===== src/rtl/wsfd_pkg.sv =====
// ----------------------------------------------------------------------------
// wsfd_pkg
// Shared types and constants of the WebSocket frame deframer.
// ----------------------------------------------------------------------------
package wsfd_pkg;

  localparam int QUEUE_DEPTH = 4;

  localparam logic [6:0] LEN_CODE_16 = 7'd126;
  localparam logic [6:0] LEN_CODE_64 = 7'd127;

  localparam logic RESULT_HEADER  = 1'b0;
  localparam logic RESULT_PAYLOAD = 1'b1;

  typedef enum logic [2:0] {
    TOK_HDR0,
    TOK_HDR1,
    TOK_EXT,
    TOK_KEY,
    TOK_PAYLOAD
  } tok_op_t;

  typedef struct packed {
    tok_op_t    op;
    logic [7:0] data;
    logic       emit;
    logic       last;
  } tok_t;

endpackage


===== src/rtl/websocket_frame_deframer_top.sv =====
// ----------------------------------------------------------------------------
// websocket_frame_deframer_top
// WebSocket frame deframer: header decode and payload byte pass-through.
// ----------------------------------------------------------------------------
// Takes one stream byte per item and sustains one item per cycle while the
// result port does not stall. A header result appears on the byte that
// completes the header, a payload result on every payload byte (passed on as
// received, not unmasked); header bytes before the last give no result. The
// classifier and the result builder are parted by a QueueDepth-entry token
// queue, and each result is held in an output register; stream_stall rises
// only once the queue has filled behind a stalled result port.
module websocket_frame_deframer_top #(
  parameter int QueueDepth = wsfd_pkg::QUEUE_DEPTH
) (
  input  logic        clk,
  input  logic        rst,
  input  logic        stream_valid,
  output logic        stream_stall,
  input  logic [7:0]  stream_byte,
  output logic        result_valid,
  input  logic        result_stall,
  output logic        result_kind,
  output logic        final_fragment,
  output logic [2:0]  reserved_bits,
  output logic [3:0]  frame_opcode,
  output logic        is_masked,
  output logic [31:0] masking_key,
  output logic [63:0] frame_length,
  output logic [7:0]  payload_byte,
  output logic        frame_end
);
  import wsfd_pkg::*;

  logic tok_in_valid;
  tok_t tok_in;
  logic q_full;
  logic q_pop;
  logic q_valid;
  tok_t q_tok;

  wsfd_front u_front (
    .clk       (clk),
    .rst       (rst),
    .in_valid  (stream_valid),
    .in_stall  (stream_stall),
    .in_byte   (stream_byte),
    .tok_valid (tok_in_valid),
    .tok       (tok_in),
    .tok_full  (q_full)
  );

  wsfd_queue #(
    .Depth (QueueDepth)
  ) u_queue (
    .clk        (clk),
    .rst        (rst),
    .push       (tok_in_valid),
    .push_tok   (tok_in),
    .full       (q_full),
    .pop        (q_pop),
    .head_valid (q_valid),
    .head_tok   (q_tok)
  );

  wsfd_back u_back (
    .clk        (clk),
    .rst        (rst),
    .tok_valid  (q_valid),
    .tok        (q_tok),
    .tok_pop    (q_pop),
    .out_valid  (result_valid),
    .out_stall  (result_stall),
    .out_kind   (result_kind),
    .out_fin    (final_fragment),
    .out_rsv    (reserved_bits),
    .out_opcode (frame_opcode),
    .out_masked (is_masked),
    .out_key    (masking_key),
    .out_length (frame_length),
    .out_byte   (payload_byte),
    .out_end    (frame_end)
  );

endmodule


===== src/rtl/wsfd_front.sv =====
// ----------------------------------------------------------------------------
// wsfd_front
// Byte classifier: tracks the frame phase and lengths, tags each byte.
// ----------------------------------------------------------------------------
module wsfd_front (
  input  logic          clk,
  input  logic          rst,
  input  logic          in_valid,
  output logic          in_stall,
  input  logic [7:0]    in_byte,
  output logic          tok_valid,
  output wsfd_pkg::tok_t tok,
  input  logic          tok_full
);
  import wsfd_pkg::*;

  typedef enum logic [2:0] {
    PH_HDR0,
    PH_HDR1,
    PH_EXT16,
    PH_EXT64,
    PH_KEY,
    PH_PAYLOAD
  } phase_t;

  phase_t      phase, phase_next;
  logic [2:0]  count, count_next;
  logic        masked, masked_next;
  logic [63:0] length, length_next;
  logic [63:0] remaining, remaining_next;
  logic        accept;
  logic [63:0] len_shift;
  logic        emit;
  logic        last;
  tok_op_t     op;

  assign in_stall  = tok_full;
  assign accept    = in_valid && !tok_full;
  assign len_shift = {length[55:0], in_byte};

  always_comb begin
    phase_next     = phase;
    count_next     = count;
    masked_next    = masked;
    length_next    = length;
    remaining_next = remaining;
    emit           = 1'b0;
    last           = 1'b0;
    op             = TOK_HDR0;
    unique case (phase) inside
      PH_HDR0: begin
        op          = TOK_HDR0;
        length_next = '0;
        masked_next = 1'b0;
        count_next  = '0;
        phase_next  = PH_HDR1;
      end
      PH_HDR1: begin
        op          = TOK_HDR1;
        masked_next = in_byte[7];
        count_next  = '0;
        if (in_byte[6:0] == LEN_CODE_16) begin
          phase_next = PH_EXT16;
        end else if (in_byte[6:0] == LEN_CODE_64) begin
          phase_next = PH_EXT64;
        end else begin
          length_next = {57'd0, in_byte[6:0]};
          if (in_byte[7]) begin
            phase_next = PH_KEY;
          end else begin
            emit           = 1'b1;
            last           = (in_byte[6:0] == 7'd0);
            remaining_next = {57'd0, in_byte[6:0]};
            phase_next     = last ? PH_HDR0 : PH_PAYLOAD;
          end
        end
      end
      PH_EXT16, PH_EXT64: begin
        op          = TOK_EXT;
        length_next = len_shift;
        count_next  = count + 3'd1;
        if ((phase == PH_EXT16 && count == 3'd1) || (phase == PH_EXT64 && count == 3'd7)) begin
          count_next = '0;
          if (masked) begin
            phase_next = PH_KEY;
          end else begin
            emit           = 1'b1;
            last           = (len_shift == 64'd0);
            remaining_next = len_shift;
            phase_next     = last ? PH_HDR0 : PH_PAYLOAD;
          end
        end
      end
      PH_KEY: begin
        op         = TOK_KEY;
        count_next = count + 3'd1;
        if (count == 3'd3) begin
          count_next     = '0;
          emit           = 1'b1;
          last           = (length == 64'd0);
          remaining_next = length;
          phase_next     = last ? PH_HDR0 : PH_PAYLOAD;
        end
      end
      PH_PAYLOAD: begin
        op             = TOK_PAYLOAD;
        emit           = 1'b1;
        last           = (remaining == 64'd1);
        remaining_next = remaining - 64'd1;
        if (last) begin
          phase_next = PH_HDR0;
        end
      end
      default: begin
        phase_next = PH_HDR0;
      end
    endcase
  end

  always_ff @(posedge clk) begin
    if (rst) begin
      phase     <= PH_HDR0;
      count     <= '0;
      masked    <= 1'b0;
      length    <= '0;
      remaining <= '0;
    end else if (accept) begin
      phase     <= phase_next;
      count     <= count_next;
      masked    <= masked_next;
      length    <= length_next;
      remaining <= remaining_next;
    end
  end

  assign tok_valid = accept;
  assign tok.op    = op;
  assign tok.data  = in_byte;
  assign tok.emit  = emit;
  assign tok.last  = last;

endmodule


===== src/rtl/wsfd_queue.sv =====
// ----------------------------------------------------------------------------
// wsfd_queue
// Short token queue between the classifier and the result builder.
// ----------------------------------------------------------------------------
module wsfd_queue #(
  parameter int Depth = wsfd_pkg::QUEUE_DEPTH
) (
  input  logic           clk,
  input  logic           rst,
  input  logic           push,
  input  wsfd_pkg::tok_t push_tok,
  output logic           full,
  input  logic           pop,
  output logic           head_valid,
  output wsfd_pkg::tok_t head_tok
);
  import wsfd_pkg::*;

  localparam int PtrW = (Depth > 1) ? $clog2(Depth) : 1;
  localparam int CntW = $clog2(Depth + 1);
  localparam logic [PtrW-1:0] LastPtr = PtrW'(Depth - 1);
  localparam logic [CntW-1:0] FullCnt = CntW'(Depth);

  tok_t            slots [Depth];
  logic [PtrW-1:0] wr_ptr;
  logic [PtrW-1:0] rd_ptr;
  logic [CntW-1:0] fill;
  logic            do_push;
  logic            do_pop;

  assign full       = (fill == FullCnt);
  assign head_valid = (fill != '0);
  assign head_tok   = slots[rd_ptr];
  assign do_push    = push && !full;
  assign do_pop     = pop && head_valid;

  always_ff @(posedge clk) begin
    if (do_push) begin
      slots[wr_ptr] <= push_tok;
    end
  end

  always_ff @(posedge clk) begin
    if (rst) begin
      wr_ptr <= '0;
      rd_ptr <= '0;
      fill   <= '0;
    end else begin
      if (do_push) begin
        wr_ptr <= (wr_ptr == LastPtr) ? '0 : wr_ptr + PtrW'(1);
      end
      if (do_pop) begin
        rd_ptr <= (rd_ptr == LastPtr) ? '0 : rd_ptr + PtrW'(1);
      end
      if (do_push && !do_pop) begin
        fill <= fill + CntW'(1);
      end else if (do_pop && !do_push) begin
        fill <= fill - CntW'(1);
      end
    end
  end

endmodule


===== src/rtl/wsfd_back.sv =====
// ----------------------------------------------------------------------------
// wsfd_back
// Result builder: assembles header fields from tokens, drives result items.
// ----------------------------------------------------------------------------
module wsfd_back (
  input  logic           clk,
  input  logic           rst,
  input  logic           tok_valid,
  input  wsfd_pkg::tok_t tok,
  output logic           tok_pop,
  output logic           out_valid,
  input  logic           out_stall,
  output logic           out_kind,
  output logic           out_fin,
  output logic [2:0]     out_rsv,
  output logic [3:0]     out_opcode,
  output logic           out_masked,
  output logic [31:0]    out_key,
  output logic [63:0]    out_length,
  output logic [7:0]     out_byte,
  output logic           out_end
);
  import wsfd_pkg::*;

  logic        fin, fin_next;
  logic [2:0]  rsv, rsv_next;
  logic [3:0]  opcode, opcode_next;
  logic        masked, masked_next;
  logic [31:0] key, key_next;
  logic [63:0] length, length_next;
  logic        out_free;
  logic        load;

  assign out_free = !out_valid || !out_stall;
  assign tok_pop  = tok_valid && (!tok.emit || out_free);
  assign load     = tok_pop && tok.emit;

  always_comb begin
    fin_next    = fin;
    rsv_next    = rsv;
    opcode_next = opcode;
    masked_next = masked;
    key_next    = key;
    length_next = length;
    unique case (tok.op)
      TOK_HDR0: begin
        fin_next    = tok.data[7];
        rsv_next    = tok.data[6:4];
        opcode_next = tok.data[3:0];
        masked_next = 1'b0;
        key_next    = '0;
        length_next = '0;
      end
      TOK_HDR1: begin
        masked_next = tok.data[7];
        if (tok.data[6:0] != LEN_CODE_16 && tok.data[6:0] != LEN_CODE_64) begin
          length_next = {57'd0, tok.data[6:0]};
        end
      end
      TOK_EXT:     length_next = {length[55:0], tok.data};
      TOK_KEY:     key_next = {key[23:0], tok.data};
      TOK_PAYLOAD: length_next = length;
      default:     length_next = length;
    endcase
  end

  always_ff @(posedge clk) begin
    if (rst) begin
      fin    <= 1'b0;
      rsv    <= '0;
      opcode <= '0;
      masked <= 1'b0;
      key    <= '0;
      length <= '0;
    end else if (tok_pop) begin
      fin    <= fin_next;
      rsv    <= rsv_next;
      opcode <= opcode_next;
      masked <= masked_next;
      key    <= key_next;
      length <= length_next;
    end
  end

  always_ff @(posedge clk) begin
    if (rst) begin
      out_valid <= 1'b0;
    end else if (load) begin
      out_valid <= 1'b1;
    end else if (!out_stall) begin
      out_valid <= 1'b0;
    end
  end

  always_ff @(posedge clk) begin
    if (load) begin
      out_kind   <= (tok.op == TOK_PAYLOAD) ? RESULT_PAYLOAD : RESULT_HEADER;
      out_fin    <= fin_next;
      out_rsv    <= rsv_next;
      out_opcode <= opcode_next;
      out_masked <= masked_next;
      out_key    <= masked_next ? key_next : 32'd0;
      out_length <= length_next;
      out_byte   <= (tok.op == TOK_PAYLOAD) ? tok.data : 8'd0;
      out_end    <= tok.last;
    end
  end

endmodule

===== config.mk =====
export PLATFORM = sky130hd
export DESIGN_NAME = websocket_frame_deframer_top
export DESIGN_NICKNAME = d
export VERILOG_FILES = /design/src/rtl/wsfd_pkg.sv /design/src/rtl/websocket_frame_deframer_top.sv /design/src/rtl/wsfd_front.sv /design/src/rtl/wsfd_queue.sv /design/src/rtl/wsfd_back.sv
export SDC_FILE = /design/constraint.sdc
export NUM_CORES = 1
export LEC_CHECK = 0
export ABC_CLOCK_PERIOD_IN_PS = 5940
export BUFFER_PORTS_ARGS = -buffer_cell sky130_fd_sc_hd__buf_2
export CORE_MARGIN = 3
export CORE_UTILIZATION = 60
export DETAILED_ROUTE_END_ITERATION = 16
export PLACE_DENSITY = 0.85
export SYNTH_ARGS = -nofsm -noshare
export SYNTH_HDL_FRONTEND = slang
export SYNTH_SLANG_ARGS = --single-unit

===== constraint.sdc =====
create_clock -name clk -period 5.94 [get_ports clk]
set_clock_uncertainty 0.2 [all_clocks]
set_input_delay 0.594 -clock clk [delete_from_list [all_inputs] [get_ports clk]]
set_output_delay 0.594 -clock clk [all_outputs]
set_load 0.02 [all_outputs]

After elaboration in Yosys (flattened, before gate mapping)

Memory sizes are Yosys's and may differ from the RTL's. A register that Yosys moved wholly into a read port is not among the register bits.
Index checks and enable logic that the tools add are counted.

Equal/unequal tests: 28
Add/sub/neg operators: 6
Mux-type cells: 58
Reduce and logical (&&, ||, !) cells: 37

Operators by type and width:

| cell                  | number |
|---|---|
| $mux 64               | 9 |
| $pmux 64 s3           | 2 |
| $pmux 64 s4           | 1 |
| $logic_not 64->1      | 2 |
| $eq 64x1->1 const B   | 1 |
| $pmux 32 s2           | 1 |
| $sub 64x1->64 const B | 1 |
| $mux 3                | 15 |
| $mux 1                | 18 |
| $eq 3x2->1 const B    | 5 |
| $eq 3x3->1 const B    | 5 |
| $pmux 3 s5            | 1 |
| $eq 7x7->1 const B    | 2 |
| $ne 7x7->1 const B    | 2 |
| $ne 2x2->1 const B    | 6 |
| $pmux 3 s4            | 1 |
| $logic_and 1x1->1     | 10 |
| $eq 3x1->1 const B    | 3 |
| $pmux 3 s3            | 1 |
| $reduce_bool 3->1     | 3 |
| $mux 2                | 4 |
| $pmux 1 s4            | 2 |
| $reduce_and 4->1      | 2 |
| $reduce_and 8->1      | 1 |
| other kinds (15)      | 31 |

Logic and storage cells: 154
Register bits after elaboration: 363
Memory bits (writable): 52
Bits of input ports: 12
Output and inout bits: 117
Memories: 1

Memory list:

| memory        | words | bits a word | read ports | clocked after memory_dff | write ports | line             | RTL |
|---|---|---|---|---|---|---|---|
| u_queue.slots | 4     | 13          | 1          | 1                        | 1           | wsfd_queue.sv:24 | `tok_t slots [Depth];` |

Depth between registers and ports, before layout

Depth after elaboration: 8
Depth in mapped cells: 11
Gate-level depth less buffers: 9

Hierarchy

Synthesis repeated with hierarchy kept, for this count alone.

Cells, all modules: 1674
Area, all modules: 17982.2 µm²

Modules (own cells, without submodules):

| module     | cells each | area each (µm²) | sequential area each (µm²) | instances |
|---|---|---|---|---|
| wsfd_back  | 591        | 8117.8          | 5575.3                     | 1 |
| wsfd_front | 966        | 7500.9          | 2702.6                     | 1 |
| wsfd_queue | 117        | 2363.5          | 1741.7                     | 1 |

Worst setup path before layout

Ideal clock, no wire load.

Path kind: reg2reg
Start: register with a tool-made name
End: register u_back.out_byte[0], enable pin
Path buffers: 3
Setup time: 0.488 ns
Clock period less this slack: 5.316 ns
Data arrival time: 4.628 ns
Setup slack: 0.624 ns
Cell stages (with the launch flop): 7
Data required time: 5.252 ns
Cells stage by stage: dfxtp_1 > clkbuf_1 > buf_2 > mux4_2 > a31oi_1 > clkbuf_1 > and2_1

RTL lines:

| element                | line             | RTL |
|---|---|---|
| end signal: assignment | wsfd_back.sv:104 | `out_byte <= (tok.op == TOK_PAYLOAD) ? tok.data : 8'd0;` |
| end: declaration       | wsfd_back.sv:20  | `output logic [7:0] out_byte,` |

==> run metrics <==
TritonCTS Buffers=41; hold_buf cts=0; minimum clock period=4.096 ns; detailed-router iteration count before antenna repair=10; Max Fclk=approximately 240 MHz; grt total ovfl=0; Detailed Route Iter0 Violations=2,163; Setup-failing EPs final=0; final wirelength=48,340 microns; #FFs+latches synth=417; final max-slew violation count=0; Initial Util=0.6180; Worst-Skew Late Latency=0.55 ns; crit-path cells=mux4_2 > nor3_2 > nor2_2 > a22oi_1 > nor2_1; DR DRC count=0; CTS tree=yes; vias in the first global route=14,150; final hold slack=0.1818 ns; H-Tree Depth=2; synthesized area=18,020 sq um; leak pwr=between 0.007 and 0.008 uW; measured slew at the worst slew-check pin=around 1.3 ns; relative slew slack=0.1248; CP endpoint kind=register; critical path type=reg -> reg; Max IR drop VDD=366.5 uV; Detail Placement HPWL=29,380 microns; Longest Clk Path Bufs=3; area fraction of the dominant cell type after synthesis=0.2782; first-pass GRT wire length=about 76,000 microns; Area Overhead vs Synth=12.48%; final core occ=0.6951; clk slew on worst S/H paths=0.06 ns; status=completed; Worst Hold Class=in -> reg; synth unique cells=67; Main synth FF type=dfxtp_1; FP Rows=62; sequential area share after synthesis=0.5559; final net count=about 1,800; pwr dens=between 400 and 500 nW/um^2; via/cell ratio=6.844; GPL Wtd Cong=0.9456; Max stage delay cell, worst path=nor3_2; crit path DAT=4.18 ns; unrepaired setup endpoints after global routing=no; largest net degree at the start of global routing=95; Placeable Area=29,170 sq um; CP Launch Type=register; Die Area=32,160 sq um; R2R Setup Slk=1.84 ns; WP buf/inv=0; CP Max Fanout=32; ratio of cells with drive above 1 in the final layout=0.1446; grt met2 use=0.4591; GR Util met1=0.3927; largest cells by area after synthesis=edfxtp_1 (28%), dfxtp_1 (28%), a22o_1 (6.9%); Worst Hold Launch=result_stall; Die W=179.3 microns; GRT busiest layer=met2; initial antenna violation count=0; met3 Use GR=0.05570; Syn Inst Count=about 1,800; Pwr Total=9468 uW; CP delay by family, top=simple AND/OR/NAND/NOR gates; CP Data Required Time=a little over 6 ns; post-route setup TNS=0 ns; Synth area leader=edfxtp_1; Final Cycle Share=0.6896; Post-synth top cells=dfxtp_1 (250), nor2_1 (213), edfxtp_1 (167); asr flop ratio synth=0; drt wl/cell=approximately 22 microns; port buffer count=128; clk sink count=roughly 420; Die Y=179.3 microns; GRT Overall Usage=0.2922; syn_area_per_cell=10.19 sq um; vias=15,320; Post-Syn Nets=about 1,800; slowest stage delay, CP=1.00 ns; most numerous cell in the Yosys netlist=dfxtp_1; Post-CTS Setup Repair Bufs=0; maxcap violations=0; EDFF count, synth=167; remaining antenna violation count=0; # IOs=129; Fin. Hold Viols=0; number of synthesis warnings=0; n_diodes=0; post_cts resized=0; CTS Root Cell=clkbuf_16
## metrics by stage
stage	instances	cell area (sq um)	setup slack, ns
finish	2238	20270	1.844
global route	2238	20270	1.557
CTS	2238	20270	1.829
detailed placement	2162	18850	1.919
global placement	2162	18850	2.056
floorplan	1769	18020	0.6239
## final cells by class
cell class,count,area [sq um]
Sequential cell,417,10020
Fill cell,2115,8894
Multi-Input combinational cell,1183,7431
Clock buffer,60,1194
Timing Repair Buffer,151,815.8
Tap cell,384,480.5
Clock inverter,16,232.7
Inverter,27,101.3
## worst paths after layout
path / end / cells after the start
max reg2reg: u_back.out_key[1] / 5
min reg2reg: u_back.opcode[0] / 2
min: u_back.out_valid / 3
max: u_back.out_key[1] / 5
## cells by family (layout without fill, tap and decap cells)
logic type / Yosys count / count (layout) / share of synthesized area
mux: 23 / 23 / 0.02235
simple gates: 578 / 578 / 0.1560
flops: 417 / 417 / 0.5559
compound gates: 563 / 563 / 0.2173
xor+xnor: 5 / 5 / 0.002430
fa+ha+maj: 14 / 14 / 0.01013
buf+inv: 169 / 254 / 0.03596
## power by group
group | switching, uW | total (uW) | internal (uW)
clock | 1100 | 2730 | 1630
combinational | 2150 | 2930 | 776
sequential | 259 | 3820 | 3560
total | 3510 | 9470 | 5960
## flip-flops by register name, indices dropped and copies added, names as in the netlist, 2 cells and up, named ones only
| name | cells |
|---|---|
| u_front.remaining | 64 |
| u_front.count | 3 |
| u_back.rsv | 3 |
| u_back.out_key | 32 |
| u_back.out_rsv | 3 |
| u_back.key | 32 |
| u_queue.rd_ptr | 2 |
| u_front.phase | 3 |
| u_back.out_opcode | 4 |
| u_back.length | 64 |
| u_front.length | 64 |
| u_queue.slots | 52 |
| u_queue.wr_ptr | 2 |
| u_back.opcode | 4 |
| u_back.out_length | 64 |
| u_queue.fill | 3 |
| u_back.out_byte | 8 |
## worst min-delay path, delay by kind of cell
family | cells | cell delay (ns)
and+or+nand+nor | 1 | 0.08
buffers and inverters | 1 | 0.13
AOI/OAI and AO/OA | 1 | 0.08
## metal layers
metal | part of all wire | wire length [microns]
met5 | 0 | 0
met4 | 0.050 | 2431
met3 | 0.10 | 5072
met2 | 0.46 | 22030
met1 | 0.39 | 18810
## cell usage in the layout, fill, tap and decap left out, types with 51 or more instances in the layout
master | synthesis | final
a22o_1 | 141 | 141
o21ai_0 | 71 | 71
dfxtp_1 | 250 | 250
buf_2 | 11 | 127
a21oi_1 | 146 | 144
a22oi_1 | 79 | 79
nand2_1 | 112 | 111
nor2_1 | 213 | 211
edfxtp_1 | 167 | 167
and3_1 | 51 | 51
(Power assumes the default switching activity.)
